==> src/swm_pkg.sv <==
// Shared types and constants for the sliding-window median block.
// No dependencies; used by every module of the block and by its checker.
`default_nettype none

package swm_pkg;

  localparam int VALUE_W     = 32;
  localparam int COUNT_W     = 7;
  localparam int STATUS_W    = 2;
  localparam int DEPTH_DEF   = 64;

  localparam logic [STATUS_W-1:0] STAT_OK      = 2'd0;
  localparam logic [STATUS_W-1:0] STAT_MISSING = 2'd1;
  localparam logic [STATUS_W-1:0] STAT_FULL    = 2'd2;

  typedef struct packed {
    logic signed [VALUE_W-1:0] new_value;
    logic signed [VALUE_W-1:0] old_value;
    logic                      old_valid;
  } swm_item_t;

  typedef struct packed {
    logic signed [VALUE_W-1:0] median;
    logic [COUNT_W-1:0]        count;
    logic [STATUS_W-1:0]       status;
  } swm_result_t;

  typedef struct packed {
    logic idle;
    logic done;
  } swm_sts_t;

endpackage

`default_nettype wire

==> src/swm_core.sv <==
// Sorted store and its sequencer: scan, one shift sweep, insert, median read.
// Depends on swm_pkg. The store is a single-port-read, single-port-write RAM.
`default_nettype none

module swm_core #(
  parameter int WINDOW_DEPTH = swm_pkg::DEPTH_DEF
) (
  input  wire                  clk,
  input  wire                  rst,
  input  wire                  start,
  input  swm_pkg::swm_item_t   item,
  input  wire                  take,
  output swm_pkg::swm_sts_t    sts,
  output swm_pkg::swm_result_t res
);

  localparam int AW = (WINDOW_DEPTH > 1) ? $clog2(WINDOW_DEPTH) : 1;
  localparam int CW = $clog2(WINDOW_DEPTH + 1);
  localparam int VW = swm_pkg::VALUE_W;

  localparam logic [3:0] ST_IDLE   = 4'd0;
  localparam logic [3:0] ST_SCAN   = 4'd1;
  localparam logic [3:0] ST_DECIDE = 4'd2;
  localparam logic [3:0] ST_SHIFT  = 4'd3;
  localparam logic [3:0] ST_PUT    = 4'd4;
  localparam logic [3:0] ST_MED_A  = 4'd5;
  localparam logic [3:0] ST_MED_B  = 4'd6;
  localparam logic [3:0] ST_MED_C  = 4'd7;
  localparam logic [3:0] ST_DONE   = 4'd8;

  logic [3:0]                   state;
  logic signed [VW-1:0]         nv;
  logic signed [VW-1:0]         ov;
  logic                         lv;
  logic [CW-1:0]                held;
  logic [CW-1:0]                idx;
  logic [CW-1:0]                lt;
  logic                         found;
  logic [AW-1:0]                kidx;
  logic                         pend;
  logic [AW-1:0]                rd_addr;
  logic [AW-1:0]                src;
  logic [AW-1:0]                stop;
  logic                         down;
  logic                         more;
  logic [AW-1:0]                pos;
  logic [swm_pkg::STATUS_W-1:0] status;
  logic signed [VW-1:0]         lo;
  logic signed [VW-1:0]         median;

  // store
  logic [VW-1:0]   mem [WINDOW_DEPTH];
  logic [VW-1:0]   rd;
  logic [AW-1:0]   raddr;
  logic            we;
  logic [AW-1:0]   waddr;
  logic [VW-1:0]   wdata;

  always_ff @(posedge clk) begin
    if (we) begin
      mem[waddr] <= wdata;
    end
    rd <= mem[raddr];
  end

  logic                 issue;
  logic                 room;
  logic                 ov_below;
  logic [CW-1:0]        p_wide;
  logic [AW-1:0]        pos_d;
  logic [AW-1:0]        k;
  logic [AW-1:0]        mid_lo;
  logic [AW-1:0]        mid_hi;
  logic signed [VW:0]   pair_sum;

  assign issue    = (idx != held);
  assign room     = (held < CW'(WINDOW_DEPTH));
  assign ov_below = (ov < nv);
  assign p_wide   = lt - CW'(found && ov_below);
  assign pos_d    = AW'(p_wide);
  // without a removal the hole sits just past the last held value
  assign k        = found ? kidx : AW'(held);
  assign mid_lo   = AW'((held - CW'(1)) >> 1);
  assign mid_hi   = AW'(held >> 1);
  assign pair_sum = {lo[VW-1], lo} + {rd[VW-1], rd};

  always_comb begin
    raddr = idx[AW-1:0];
    we    = 1'b0;
    waddr = pos;
    wdata = nv;
    unique case (state)
      ST_SHIFT: begin
        raddr = src;
        we    = pend;
        waddr = down ? rd_addr + AW'(1) : rd_addr - AW'(1);
        wdata = rd;
      end
      ST_PUT: begin
        we = 1'b1;
      end
      ST_MED_A: raddr = mid_lo;
      ST_MED_B: raddr = mid_hi;
      default: ;
    endcase
  end

  always_ff @(posedge clk) begin
    if (rst) begin
      state <= ST_IDLE;
      held  <= '0;
      pend  <= 1'b0;
      more  <= 1'b0;
    end else begin
      unique case (state)
        ST_IDLE: begin
          if (start) begin
            nv     <= item.new_value;
            ov     <= item.old_value;
            lv     <= item.old_valid;
            status <= swm_pkg::STAT_OK;
            idx    <= '0;
            lt     <= '0;
            found  <= 1'b0;
            pend   <= 1'b0;
            // leaving equals entering: store unchanged
            if (item.old_valid && (item.new_value == item.old_value)) begin
              state <= ST_MED_A;
            end else begin
              state <= ST_SCAN;
            end
          end
        end
        ST_SCAN: begin
          pend    <= issue;
          rd_addr <= idx[AW-1:0];
          if (issue) begin
            idx <= idx + CW'(1);
          end
          if (pend) begin
            if ($signed(rd) < nv) begin
              lt <= lt + CW'(1);
            end
            if (lv && !found && ($signed(rd) == ov)) begin
              found <= 1'b1;
              kidx  <= rd_addr;
            end
          end
          if (!issue) begin
            state <= ST_DECIDE;
          end
        end
        ST_DECIDE: begin
          pend <= 1'b0;
          if (!found && !room) begin
            status <= lv ? swm_pkg::STAT_MISSING : swm_pkg::STAT_FULL;
            state  <= ST_MED_A;
          end else begin
            if (!found) begin
              held <= held + CW'(1);
              if (lv) begin
                status <= swm_pkg::STAT_MISSING;
              end
            end
            pos  <= pos_d;
            stop <= pos_d;
            more <= 1'b1;
            if (pos_d == k) begin
              state <= ST_PUT;
            end else if (pos_d < k) begin
              down  <= 1'b1;
              src   <= k - AW'(1);
              state <= ST_SHIFT;
            end else begin
              down  <= 1'b0;
              src   <= k + AW'(1);
              state <= ST_SHIFT;
            end
          end
        end
        ST_SHIFT: begin
          pend    <= more;
          rd_addr <= src;
          src     <= down ? src - AW'(1) : src + AW'(1);
          if (src == stop) begin
            more <= 1'b0;
          end
          if (!more) begin
            state <= ST_PUT;
          end
        end
        ST_PUT: begin
          pend  <= 1'b0;
          state <= ST_MED_A;
        end
        ST_MED_A: begin
          if (held == '0) begin
            median <= '0;
            state  <= ST_DONE;
          end else begin
            state <= ST_MED_B;
          end
        end
        ST_MED_B: begin
          lo    <= rd;
          state <= ST_MED_C;
        end
        ST_MED_C: begin
          // even count: floor of the mean of the two middle words
          median <= held[0] ? lo : pair_sum[VW:1];
          state  <= ST_DONE;
        end
        ST_DONE: begin
          if (take) begin
            state <= ST_IDLE;
          end
        end
        default: state <= ST_IDLE;
      endcase
    end
  end

  assign sts.idle   = (state == ST_IDLE);
  assign sts.done   = (state == ST_DONE);
  assign res.median = median;
  assign res.count  = swm_pkg::COUNT_W'(held);
  assign res.status = status;

endmodule

`default_nettype wire

==> src/sliding_window_median.sv <==
// Sliding-window median: each word passes a scan of the held words, a shift of the stored
// words that move, an insert and a median read; the shift is skipped when none move, shift
// and insert for a dropped word, and scan, shift and insert when leaving equals entering.
// One word at a time: the next word can be taken in the cycle after the result is handed to
// the output register; the scan over held words dominates.
// Reset (rst, synchronous) empties the window and drops any pending result.
`default_nettype none

module sliding_window_median #(
  parameter int WINDOW_DEPTH = swm_pkg::DEPTH_DEF
) (
  input  wire                  clk,
  input  wire                  rst,
  input  wire                  item_valid,
  output logic                 item_stall,
  input  swm_pkg::swm_item_t   item,
  output logic                 result_valid,
  input  wire                  result_stall,
  output swm_pkg::swm_result_t result
);

  swm_pkg::swm_sts_t    sts;
  swm_pkg::swm_result_t res;
  logic                 start;
  logic                 take;

  assign item_stall = !sts.idle;
  assign start      = item_valid && !item_stall;
  assign take       = sts.done && (!result_valid || !result_stall);

  swm_core #(
    .WINDOW_DEPTH(WINDOW_DEPTH)
  ) u_core (
    .clk  (clk),
    .rst  (rst),
    .start(start),
    .item (item),
    .take (take),
    .sts  (sts),
    .res  (res)
  );

  always_ff @(posedge clk) begin
    if (rst) begin
      result_valid <= 1'b0;
    end else if (take) begin
      result_valid <= 1'b1;
    end else if (!result_stall) begin
      result_valid <= 1'b0;
    end
  end

  always_ff @(posedge clk) begin
    if (take) begin
      result <= res;
    end
  end

endmodule

`default_nettype wire

==> config.mk <==
export PLATFORM = sky130hd
export DESIGN_NAME = sliding_window_median
export DESIGN_NICKNAME = d
export VERILOG_FILES = /design/src/swm_pkg.sv /design/src/swm_core.sv /design/src/sliding_window_median.sv
export SDC_FILE = /design/constraint.sdc
export NUM_CORES = 2
export LEC_CHECK = 0
export ABC_AREA = 1
export BUFFER_PORTS_ARGS = -buffer_cell sky130_fd_sc_hd__buf_2
export CAP_MARGIN = 40
export CORE_MARGIN = 8
export CORE_UTILIZATION = 38
export DETAILED_ROUTE_END_ITERATION = 10
export SYNTH_ARGS = -nofsm -noshare
export SYNTH_HDL_FRONTEND = slang
export SYNTH_HIERARCHICAL = 1
export SYNTH_SLANG_ARGS = --single-unit
==> constraint.sdc <==
create_clock -name clk -period 4.3 [get_ports clk]
set_input_delay 0.215 -clock clk [delete_from_list [all_inputs] [get_ports clk]]
set_output_delay 0.215 -clock clk [all_outputs]
set_load 0.1 [all_outputs]
# Word level (Yosys, flattened, before mapping)

Memories as Yosys holds them, arrays and structs flattened. A register that Yosys moved wholly into a read port is not among the register bits.
Cells that the tools add are included.

Add/subtract/negate cells: 12
Order comparisons: 4
Equal/unequal tests: 28
Mux-type cells: 49
Bitwise logic cells: 4
Reductions and logical operators: 38

Operator list:

| cell                                                                | number |
|---|---|
| 32-bit two-way mux                                                  | 3 |
| 32-bit == test                                                      | 2 |
| 32-bit < comparator                                                 | 2 |
| 32-bit one-hot mux with 2 select lines                              | 1 |
| 6-bit two-way mux                                                   | 7 |
| 4-bit one-hot mux with 9 select lines                               | 1 |
| 32-bit by 32-bit adder with 33-bit output                           | 1 |
| 7-bit two-way mux                                                   | 4 |
| 7-bit one-hot mux with 2 select lines                               | 2 |
| 4-bit two-way mux                                                   | 6 |
| 6-bit one-hot mux with 2 select lines                               | 2 |
| 7-bit by 1-bit adder with 7-bit output (second input constant)      | 3 |
| 4-bit AND reduction                                                 | 5 |
| 6-bit by 1-bit adder with 6-bit output (second input constant)      | 3 |
| 2-bit by 1-bit != test with 1-bit output (second input constant)    | 9 |
| 6-bit one-hot mux with 3 select lines                               | 1 |
| 6-bit by 1-bit subtractor with 6-bit output (second input constant) | 3 |
| 4-bit by 3-bit == test with 1-bit output (second input constant)    | 4 |
| 3-bit AND reduction                                                 | 5 |
| 5-bit AND reduction                                                 | 3 |
| 6-bit == test                                                       | 2 |
| 1-bit two-way mux                                                   | 10 |
| 2-bit two-way mux                                                   | 5 |
| 2-bit nonzero test                                                  | 5 |
| other kinds (24)                                                    | 46 |

Flip-flop bits (word level): 226
Bits in writable memories: 2,048
Bits of input ports: 69
Output and inout port bits: 43
Logic and storage cells: 158
Memories: 1

Memories:

| name       | words | width | read ports | clocked after Yosys merged registers in | write ports | RTL line       | source |
|---|---|---|---|---|---|---|---|
| u_core.mem | 64    | 32    | 1          | 1                                       | 1           | swm_core.sv:52 | `logic [VW-1:0] mem [WINDOW_DEPTH];` |

# Depth between registers and ports, before layout

Depth in word-level cells: 8
Mapped depth: 37
Depth with buffers taken out: 37

# Modules after synthesis

The synthesis kept the hierarchy.

Modules (own cells, without submodules):

| module                | instances | cells each | area each (um^2) | seq. area each (um^2) |
|---|---|---|---|---|
| swm_core              | 1         | 9,518      | 103,116.4        | 67,504.7 |
| sliding_window_median | 1         | 49         | 1,283.7          | 1,251.2 |

# Worst setup path before layout

Ideal clock, no wire load.

Path kind: flip-flop to flip-flop
From: register u_core.state[3]
To: memory u_core/mem[0][10] (netlist bit), data pin
Setup time: 0.702 ns
Data arrival time: 3.713 ns
Data required time: 3.598 ns
Slack: -0.114 ns
Stages on the path, launching flop included: 8
Buffers on the path: 3
Clock period less this slack: 4.414 ns
Cell sequence: dfxtp_1 nor2_2 nand2_4 inv_2 buf_2 buf_2 clkbuf_1 o21ai_0

Word-level cells in the longest chain between the ends: 2

RTL lines:

| what                                     | RTL line        | source |
|---|---|---|
| from (decl)                              | swm_core.sv:31  | `logic [3:0] state;` |
| from (signal assigned)                   | swm_core.sv:110 | `state <= ST_IDLE;` |
| from (signal assigned)                   | swm_core.sv:128 | `state <= ST_MED_A;` |
| from (signal assigned)                   | swm_core.sv:130 | `state <= ST_SCAN;` |
| 4-bit by 2-bit == test with 1-bit output | swm_core.sv:92  | `unique case (state)` |
| 32-bit two-way mux                       | swm_core.sv:92  |  |
| via u_core.wdata[10]                     | swm_core.sv:57  | `logic [VW-1:0] wdata;` |
| to (decl)                                | swm_core.sv:52  |  |

The timed path passes the listed nets, and every way through them passes these cells.

# Final worst setup path

From: register u_core.ov[29]
To: register u_core.pos[5], data pin

Word-level cells in the longest chain between the ends: 3

RTL lines:

| what                                        | RTL line        | source |
|---|---|---|
| from (decl)                                 | swm_core.sv:33  | `logic signed [VW-1:0] ov;` |
| from (signal assigned)                      | swm_core.sv:119 | `ov <= item.old_value;` |
| 32-bit < comparator                         | swm_core.sv:78  | `assign ov_below = (ov < nv);` |
| 1-bit logical AND                           | swm_core.sv:79  | `assign p_wide = lt - CW'(found && ov_below);` |
| 6-bit by 1-bit subtractor with 6-bit output | swm_core.sv:79  |  |
| via u_core.p_wide[5]                        | swm_core.sv:69  | `logic [CW-1:0] p_wide;` |
| to (signal assigned)                        | swm_core.sv:165 | `pos <= pos_d;` |
| to (decl)                                   | swm_core.sv:46  | `logic [AW-1:0] pos;` |

The timed path passes the listed nets, and every way through them passes these cells.
A chain may end at the register's enable or synchronous reset.

==> flow_summary.ini <==
[power]
power.switching_w = 0.0244
switching_share_pct = 36.2
seqPwrFrac_pct = 39.4
power.internal_w = 0.0431
total_power_w = 0.0675
pwr-share-clk_pct = 28.6
p_leak_nw = 47.1
vdd_drop_max_v = 0.000426
comb_power_share_pct = 32.0
p_per_area_nw_per_um2 = 558

[cells_and_area]
nFillCells = 24800
utilization_pct = 44.2
drive_gt1_share_pct = 10.4
nets = 10000
syn2layout_area_growth_pct = 15.9

[timing]
tns_ps = -947
fmax_mhz = 217
rsz0062_at_grt = yes
slew_violations = 0
slew_headroom_pct = 36.9
hold_slack_ps = 68.6
finalHoldViolations = 0
timing.final.crit_share_pct = 107
worstMarginPinSlew_ps = 947
post-route-worst-setup-slack_ps = -307
setup_violations = 5
final.min_clock_period_ps = 4610
clock_skew_ps = 43.0

[global_route]
grt_max_degree = 153
top_usage_layer = met2
antenna_found_initial = 12
met2_usage_pct = 33.7
grt_usage_pct = 21.3
overflow = 0
grt_pass1_vias = 70000
use_met3_pct = 3.21
grt_use_met1_pct = 29.5
grt_pass1_wl_mm = 472

[placement]
place_ws_ps = -608
hpwl_mm = 189
io_buffers = 111
routabilityCongestion = 0.882

[worst_setup_path]
crit_slowest_cell = edfxtp_1
cp.arrival_ps = 5260
setup.worst_path.end_class = flip-flop
reg2regPathDepth = 32
crit_family = buffers and inverters
cp_common_cell = buf_6
required_ps = 4950
cp.buffers_inverters = 19
worstSetupPathType = flip-flop to flip-flop
r2r-end = u_core/pos[5]
cpPeakStageDelay_ps = 430
r2r_setup_slack_ps = -310
crit_path_start_kind = flip-flop
critPathMaxFanout = 2
r2r-start = u_core/ov[29]

[route]
routedWlPerCell_um = 23.7
dr.pass1.iters = 6
drc = 0
postRouteAntennaNets = 0
via_count = 74000
viasPerCell = 5.42
routed_wl_mm = 323
drt-initial-drc-count = 8796

[clocking]
cts-htree-levels = 4
clk_latency_ps = 900
clk_pin_slew_ps = 70
clockRootBuffer = clkbuf_16
ctsLongestPathBuffers = 3
tritoncts = yes
clock_sinks = 2305
numCtsBuffers = 234

[synth]
syn_avg_cell_area_um2 = 10.9
synth_cell_type_count = 52
yosysSeqAreaShare_pct = 65.9
ys_seq_elements = 2305
synthArstFlopShare_pct = 0
synthFlopType = edfxtp_1
synthesis.area_um2 = 104000
synth-edff-count = 2259
synth_fp_nets = 9757
yosys.area.top_type_share_pct = 65.0
yosysWarnings = 6
synthCells = 9567
yosys.area.top_type = edfxtp_1
synthTopCellsByArea = edfxtp_1 (65%), nand3_1 (11%), nand2_1 (5.4%)

[min_path]
min_to = u_core/nv[24]
min_from = item[57]
min_path_type = primary input to flip-flop
hold-path-cell-count = 2

[die]
die_h_um = 540
die-area_um2 = 292000
coreArea_um2 = 273000
start_util_pct = 38.2
fp.dieW_um = 540
pin_count = 112
num_rows = 192

[run]
drv_cap = 0

[run_status]
violations = setup timing
status = finished, violations left
## logic make-up after synthesis
logic type / after synthesis / synth area share (%)
compound gates: 321 / 1.74
mux: 1 / 0.00959
xor+xnor: 58 / 0.487
simple gates: 4797 / 22.8
fa+ha+maj: 121 / 1.48
buf+inv: 1964 / 7.62
flops: 2305 / 65.9
## cells in the mapped netlist, drive strengths merged, types with 3 or more instances
master / n
a211oi: 10
a21boi: 3
a21o: 4
a21oi: 103
a221oi: 7
a31oi: 5
buf: 480
clkbuf: 99
dfxtp: 46
edfxtp: 2259
fa: 4
ha: 117
inv: 1385
nand2: 1517
nand3: 2230
nand3b: 735
nand4: 25
nor2: 228
nor3: 28
nor4: 18
o2111ai: 4
o211ai: 4
o21a: 7
o21ai: 141
o21bai: 3
o221ai: 9
o22ai: 14
o31ai: 3
or2: 13
xnor2: 23
xor2: 35
## power groups by stage
stage | Sequential [W] | Clock, W | Combinational, W
final | 0.0266 | 0.0193 | 0.0216
after global routing | 0.0266 | 0.0204 | 0.0231
after CTS | 0.0265 | 0.0196 | 0.0212
after detailed placement | 0.0270 | 0 | 0.0208
after global placement | 0.0270 | 0 | 0.0205
after floorplan | 0.0269 | 0 | 0.0122
## repair_timing
item	in CTS	in global routing
endpoints found under the hold margin	114	0
resized for setup	37	42
buffers inserted	26	7
pin swaps	25	24
endpoints found under the setup margin	12	16
hold buffers	69	0
## through the flow
stage                     cell area, um2  cells
after global placement            112000  13100
final                             121000  13600
after CTS                         121000  13600
after floorplan                   104000   9567
after global routing              121000  13600
after detailed placement          112000  13100
## worst max-delay path by stage
stage | cells after the start | to | slack [ps] | from
finish | 32 | u_core/pos[5] | -310 | u_core/ov[29]
global route | 33 | u_core/src[5] | -450 | u_core/ov[31]
CTS | 32 | u_core/src[5] | -390 | u_core/nv[25]
detailed placement | 36 | u_core/src[5] | -610 | u_core/nv[1]
global placement | 36 | u_core/src[5] | -730 | u_core/nv[1]
floorplan | 7 | u_core/mem[0][10] | -110 | u_core/state[3]
## layout make-up
type / count / area (um2) / share of cell area (%)
diodes: 8 / 20.0 / 0.0166
clock buffers: 299 / 6190 / 5.12
clock inverters: 140 / 960 / 0.793
inverters: 1385 / 5220 / 4.31
multi-input cells: 5298 / 28900 / 23.9
flip-flops and latches: 2305 / 68800 / 56.8
well taps: 3589 / 4490 / 3.71
repair buffers: 623 / 6380 / 5.28
## routing by layer
| layer | vias up | part of all wire [%] |
|---|---|---|
| li1 | 33600 | - |
| met1 | 36400 | 41 |
| met2 | 3487 | 45 |
| met3 | 570 | 8.8 |
| met4 | 2 | 4.5 |
| met5 | - | 0.0031 |
## cells in the final DEF (no fill, tap or decap), drive strengths merged, types with 28 or more instances in the layout
| master | Yosys | final |
|---|---|---|
| edfxtp | 2259 | 2259 |
| nand3 | 2230 | 2230 |
| nand2 | 1517 | 1517 |
| inv | 1385 | 1394 |
| nand3b | 735 | 735 |
| buf | 480 | 554 |
| clkbuf | 99 | 299 |
| nor2 | 228 | 228 |
| o21ai | 141 | 141 |
| ha | 117 | 117 |
| clkinv | 0 | 115 |
| a21oi | 103 | 103 |
| dlygate4sd3 | 0 | 69 |
| dfxtp | 46 | 46 |
| xor2 | 35 | 35 |
| nor3 | 28 | 28 |
## flip-flops by register name, indices dropped and copies added (netlist names), 2 cells and up
signal          count
u_core/rd          32
u_core/nv          32
u_core/mem       2048
u_core/kidx         6
u_core/idx          7
u_core/ov          32
u_core/state        4
u_core/rd_addr      6
result             41
u_core/median      32
u_core/src          6
u_core/lt           6
u_core/held         7
u_core/pos          6
u_core/lo          32
u_core/status       2
Power figures use the tool's default switching activity.
